File: config.mk
export PLATFORM = sky130hd
export DESIGN_NAME = hsd_queue
export DESIGN_NICKNAME = d
export VERILOG_FILES = /design/src/hw/rtl/hsd_pkg.sv /design/src/hw/rtl/hsd_queue.sv
export SDC_FILE = /design/constraint.sdc
export NUM_CORES = 1
export LEC_CHECK = 0
export BUFFER_PORTS_ARGS = -buffer_cell sky130_fd_sc_hd__buf_2
export CORE_MARGIN = 3
export CORE_UTILIZATION = 50
export CTS_BUF_LIST = sky130_fd_sc_hd__clkbuf_16
export DETAILED_ROUTE_END_ITERATION = 7
export GPL_ROUTABILITY_DRIVEN = 0
export PLACE_DENSITY = 0.71
export SLEW_MARGIN = 20
export SYNTH_ARGS = -nofsm -noshare
export SYNTH_HDL_FRONTEND = slang
export SYNTH_SLANG_ARGS = --single-unit
export TNS_END_PERCENT = 100
File: constraint.sdc
create_clock -name clk -period 5.1 [get_ports clk]
set_clock_uncertainty 0.2 [all_clocks]
set_input_delay 0.765 -clock clk [delete_from_list [all_inputs] [get_ports clk]]
set_output_delay 0.765 -clock clk [all_outputs]
set_load 0.01 [all_outputs]
File: src/hw/rtl/hsd_pkg.sv
`timescale 1ns / 1ps
// ----------------------------------------------------------------------------
// hsd_pkg
// Shared types, constants and helpers of the Huffman stream decoder.
// ----------------------------------------------------------------------------
package hsd_pkg;

    localparam int MAX_NODES   = 512;
    localparam int NODE_AW     = $clog2(MAX_NODES);
    localparam int IDX_W       = 9;
    localparam int SYMBOL_BITS = 8;
    localparam int SYM_W       = 8;
    localparam int BYTE_BITS   = 8;
    localparam int NBITS_W     = 4;

    localparam logic [SYM_W-1:0] SYM_MASK = SYM_W'((1 << SYMBOL_BITS) - 1);

    localparam int QUEUE_DEPTH = 4;
    localparam int QPTR_W      = $clog2(QUEUE_DEPTH);
    localparam int QCNT_W      = $clog2(QUEUE_DEPTH + 1);

    localparam int CFG_ADDR_W = 3;
    localparam int CFG_DATA_W = 32;
    localparam logic REG_ROOT = 1'b0;

    localparam logic STATUS_OK      = 1'b0;
    localparam logic STATUS_MISSING = 1'b1;

    typedef enum logic {
        OP_WRITE  = 1'b0,
        OP_DECODE = 1'b1
    } op_t;

    typedef struct packed {
        logic [IDX_W-1:0] left;
        logic [IDX_W-1:0] right;
        logic             has_left;
        logic             has_right;
        logic [SYM_W-1:0] symbol;
    } node_t;

    typedef struct packed {
        op_t                op;
        logic [IDX_W-1:0]   index;
        node_t              node;
        logic [BYTE_BITS-1:0] code;
        logic [NBITS_W-1:0] nbits;
    } qitem_t;

    function automatic logic idx_ok(input logic [IDX_W-1:0] idx);
        return 32'(idx) < 32'(MAX_NODES);
    endfunction

endpackage

File: src/hw/rtl/hsd_queue.sv
`timescale 1ns / 1ps
// ----------------------------------------------------------------------------
// hsd_queue
// Short first-in first-out queue between the front and the back end.
// ----------------------------------------------------------------------------
module hsd_queue (
    input  logic            clk,
    input  logic            rst_n,
    input  logic            push,
    input  hsd_pkg::qitem_t push_item,
    output logic            full,
    input  logic            pop,
    output logic            head_valid,
    output hsd_pkg::qitem_t head_item
);

    hsd_pkg::qitem_t entry_reg [hsd_pkg::QUEUE_DEPTH];
    logic [hsd_pkg::QPTR_W-1:0] wr_ptr_reg;
    logic [hsd_pkg::QPTR_W-1:0] rd_ptr_reg;
    logic [hsd_pkg::QCNT_W-1:0] count_reg;

    assign full       = (count_reg == hsd_pkg::QCNT_W'(hsd_pkg::QUEUE_DEPTH));
    assign head_valid = (count_reg != '0);
    assign head_item  = entry_reg[rd_ptr_reg];

    always_ff @(posedge clk)
    begin
        if (push)
        begin
            entry_reg[wr_ptr_reg] <= push_item;
        end
    end

    always_ff @(posedge clk or negedge rst_n)
    begin
        if (!rst_n)
        begin
            wr_ptr_reg <= '0;
            rd_ptr_reg <= '0;
            count_reg  <= '0;
        end
        else
        begin
            if (push)
            begin
                wr_ptr_reg <= wr_ptr_reg + 1'b1;
            end
            if (pop)
            begin
                rd_ptr_reg <= rd_ptr_reg + 1'b1;
            end
            unique case ({push, pop})
                2'b10:   count_reg <= count_reg + 1'b1;
                2'b01:   count_reg <= count_reg - 1'b1;
                default: count_reg <= count_reg;
            endcase
        end
    end

endmodule

==> summary.md <==
| Metric | Value |
|---|---|
| Status | finished clean |
| Worst Setup Slack, final | 1.80 ns |
| Largest cells by area after synthesis | edfxtp_1 78%, mux4_2 14%, dfrtp_1 2.3% |
| Share of cells above drive strength 1 | 43.9% |
| Antenna violations before repair | 1 |
| DP Area | 8330 um^2 |
| Htree depth | 1 |
| Finished Layout Cells | 617 |
| CP Max Fanout | 27 |
| Crit path required time | 4.14 ns |
| Worst Path Class, Setup | flop to output port |
| Reg2reg path depth | 4 |
| Async S/R FF share, synth | 3.38% |
| Max VDD drop | 0.000481 V |
| FF+latch count, synth | 207 |
| Area of the multi-input gates | 1340 um^2 |
| Worst path max stage delay | 0.78 ns |
| Hold depth | 1 |
| Reg-to-Reg Start | wr_ptr_reg[0]$_DFFE_PN0P_ |
| Die H | 130 um |
| Post-Place Cells | 577 |
| Global route total overflow | 0 |
| Largest net degree at the start of global routing | 53 |
| Top cells by count, synth | 200 x edfxtp_1, 48 x mux4_2, 7 x dfrtp_1 |
| Number of flip-flops under the largest register name | 200 |
| DRC | 0 |
| Hold endpoint | count_reg[2]$_DFFE_PN0P_ |
| Core area | 14,800 um^2 |
| Pre-CTS WS | 2.14 ns |
| Ant diodes | 0 |
| Postcts setup bufs | 0 |
| Vias per inst | 5.44 |
| DRT antenna net count | 0 |
| CP Depth | 3 |
| Syn Nets | 355 |
| Largest area contributor in the netlist | edfxtp_1 |
| Area share of the largest cell type after synthesis | 78.3% |
| Tmin final | 3.30 ns |
| Die span in x | 130 um |
| Area Growth Syn to Fin | 16.8% |
| Max clock buf depth | 3 |
| Netlist cell types | 20 |
| Final Net Count | 478 |
| Hold path start | count_reg[2]$_DFFE_PN0P_ |
| Mapped Cells | 295 |
| Worst r2r dst | entry_reg[2][47]$_DFFE_PP_ |
| Initial Util | 52.0% |
| Overall routed net length | 12.6 mm |
| Storage cell area | 6190 um^2 |
| GRT Total Usage | 15.5% |
| TritonRoute pass-1 iters | 4 |
| Worst relative slew slack | 40.2% |
| R2R Setup Slk | 2.82 ns |
| Max-Cap Viols | 0 |
| Crit-path cells | buf_4, mux4_2, buf_2 |
| Clock slew at reported path FFs | 0.06 ns |
| PD cells | 565 nW/um^2 |
| CP endpoint kind | output port |
| Number of synthesized flops with an enable pin | 200 |
| Vias | 3,354 |
| Fillers | 1,042 |
| Setup TNS | 0 ns |
| First-pass GRT wire length | 19.6 mm |
| Minimum hold slack | 0.282 ns |
| Fin area | 8960 um^2 |
| Final Max Tran Viols | 0 |
| Worst-skew pair later-pin latency | 0.49 ns |
| Final period util | 64.7% |
| Leak Pwr | 3.12 nW |
| Share of the yosys chip area belonging to registers | 80.6% |
| Port Buffers | 105 |
| CTS tree | built |
| CP bufs+invs | 2 |
| Post-Syn Area | 7670 um^2 |
| Crit path DAT | 2.33 ns |
| CP max-delay cell | dfrtp_2 |
| Crit path launch type | flop |
| Initial DRC count | 116 |
| Clk sinks | 207 |
| Hold Fails Final Rpt | 0 |
| Synth Flop Type | edfxtp_1 |
| HP Class | flop to flop |
| I/O pin total | 106 |
| Total CTS buffers | 21 |
| Count leader, synth | edfxtp_1 |
| Root Buffer | clkbuf_16 |
| Slew at the pin with the worst max-slew slack | 0.896 ns |
| RSZ-0062 raised after global routing | no |
| Synthesis Warnings | 0 |
| Final setup vio count | 0 |
| Syn avg cell area | 26.0 um^2 |
| Cell row count | 44 |
| Top delay family on crit path | flip-flops |
| WL/cell | 20.5 um |
| Vias in the first global route | 3,574 |
| Max Clk Rate | 303 MHz |
| DIE AREA | 16,900 um^2 |
-- logic make-up after synthesis --
| logic type | Yosys count | synth area share [%] |
|---|---|---|
| xor gates and xnor gates | 6 | 0.686 |
| adders and majority gates | 6 | 1.08 |
| and+or+nand+nor | 9 | 0.653 |
| DFF | 207 | 80.6 |
| AOI/OAI and AO/OA | 1 | 0.0652 |
| muxes | 51 | 14.9 |
| buffers and inverters | 15 | 1.97 |
-- through the flow --
step,power (W),utilization [%]
CTS,0.00514,60.6
detailed placement,0.00382,56.5
finish,0.00506,60.7
floorplan,0.00338,-
global route,0.00534,60.7
global placement,0.00378,56.5
-- per-layer routing --
layer / up-vias / part of all wire, % / GRT usage [%]
li1: 1502 / - / -
met5: - / 0.10 / 0
met2: 91 / 50 / 26.0
met1: 1736 / 41 / 20.0
met4: 2 / 1.8 / 3.91
met3: 23 / 7.1 / 5.08
-- repair_timing --
item                      in CTS  in global routing
hold buffers                   1                  0
hold endpoints to repair       7                  0
resized for setup              0                  0
-- worst max-delay path by stage --
stage,end,start
finish,head_item[45],rd_ptr_reg[1]$_DFFE_PN0P_
global route,head_item[14],rd_ptr_reg[0]$_DFFE_PN0P_
CTS,head_item[35],rd_ptr_reg[0]$_DFFE_PN0P_
detailed placement,head_item[49],rd_ptr_reg[0]$_DFFE_PN0P_
global placement,head_item[49],rd_ptr_reg[0]$_DFFE_PN0P_
floorplan,entry_reg[0][0]$_DFFE_PP_,push
-- report_power, final --
part	switching [W]	leakage, nW	total, W	internal (W)
clock network	0.000571	0.316	0.00132	0.000744
registers	0.000184	1.92	0.00242	0.00223
logic	0.000666	0.889	0.00133	0.000666
total	0.00142	3.12	0.00506	0.00364
-- area by class of cell --
class | instances | area share, %
Clock buffer | 21 | 5.87
Clock inverter | 17 | 0.796
Inverter | 3 | 0.126
Multi-Input combinational cell | 73 | 15.0
Sequential cell | 207 | 69.1
Tap cell | 184 | 2.57
Timing Repair Buffer | 112 | 6.62
-- cells in the final DEF (no fill, tap or decap) --
| cell type | instances |
|---|---|
| edfxtp_1 | 200 |
| buf_2 | 105 |
| mux4_2 | 48 |
| clkbuf_16 | 21 |
| inv_1 | 9 |
| clkinv_1 | 8 |
| ha_1 | 5 |
| dfrtp_1 | 5 |
| buf_4 | 5 |
| and2_2 | 4 |
| xnor2_1 | 3 |
| xor2_1 | 3 |
| mux4_1 | 2 |
| nand2_1 | 2 |
| clkinv_2 | 2 |
| or3_1 | 1 |
| nor3b_1 | 1 |
| mux2_2 | 1 |
| o21ai_0 | 1 |
| nor2_1 | 1 |
| fa_1 | 1 |
| inv_6 | 1 |
| dlygate4sd3_1 | 1 |
| buf_12 | 1 |
| dfrtp_4 | 1 |
| dfrtp_2 | 1 |
(Power assumes the default switching activity.)
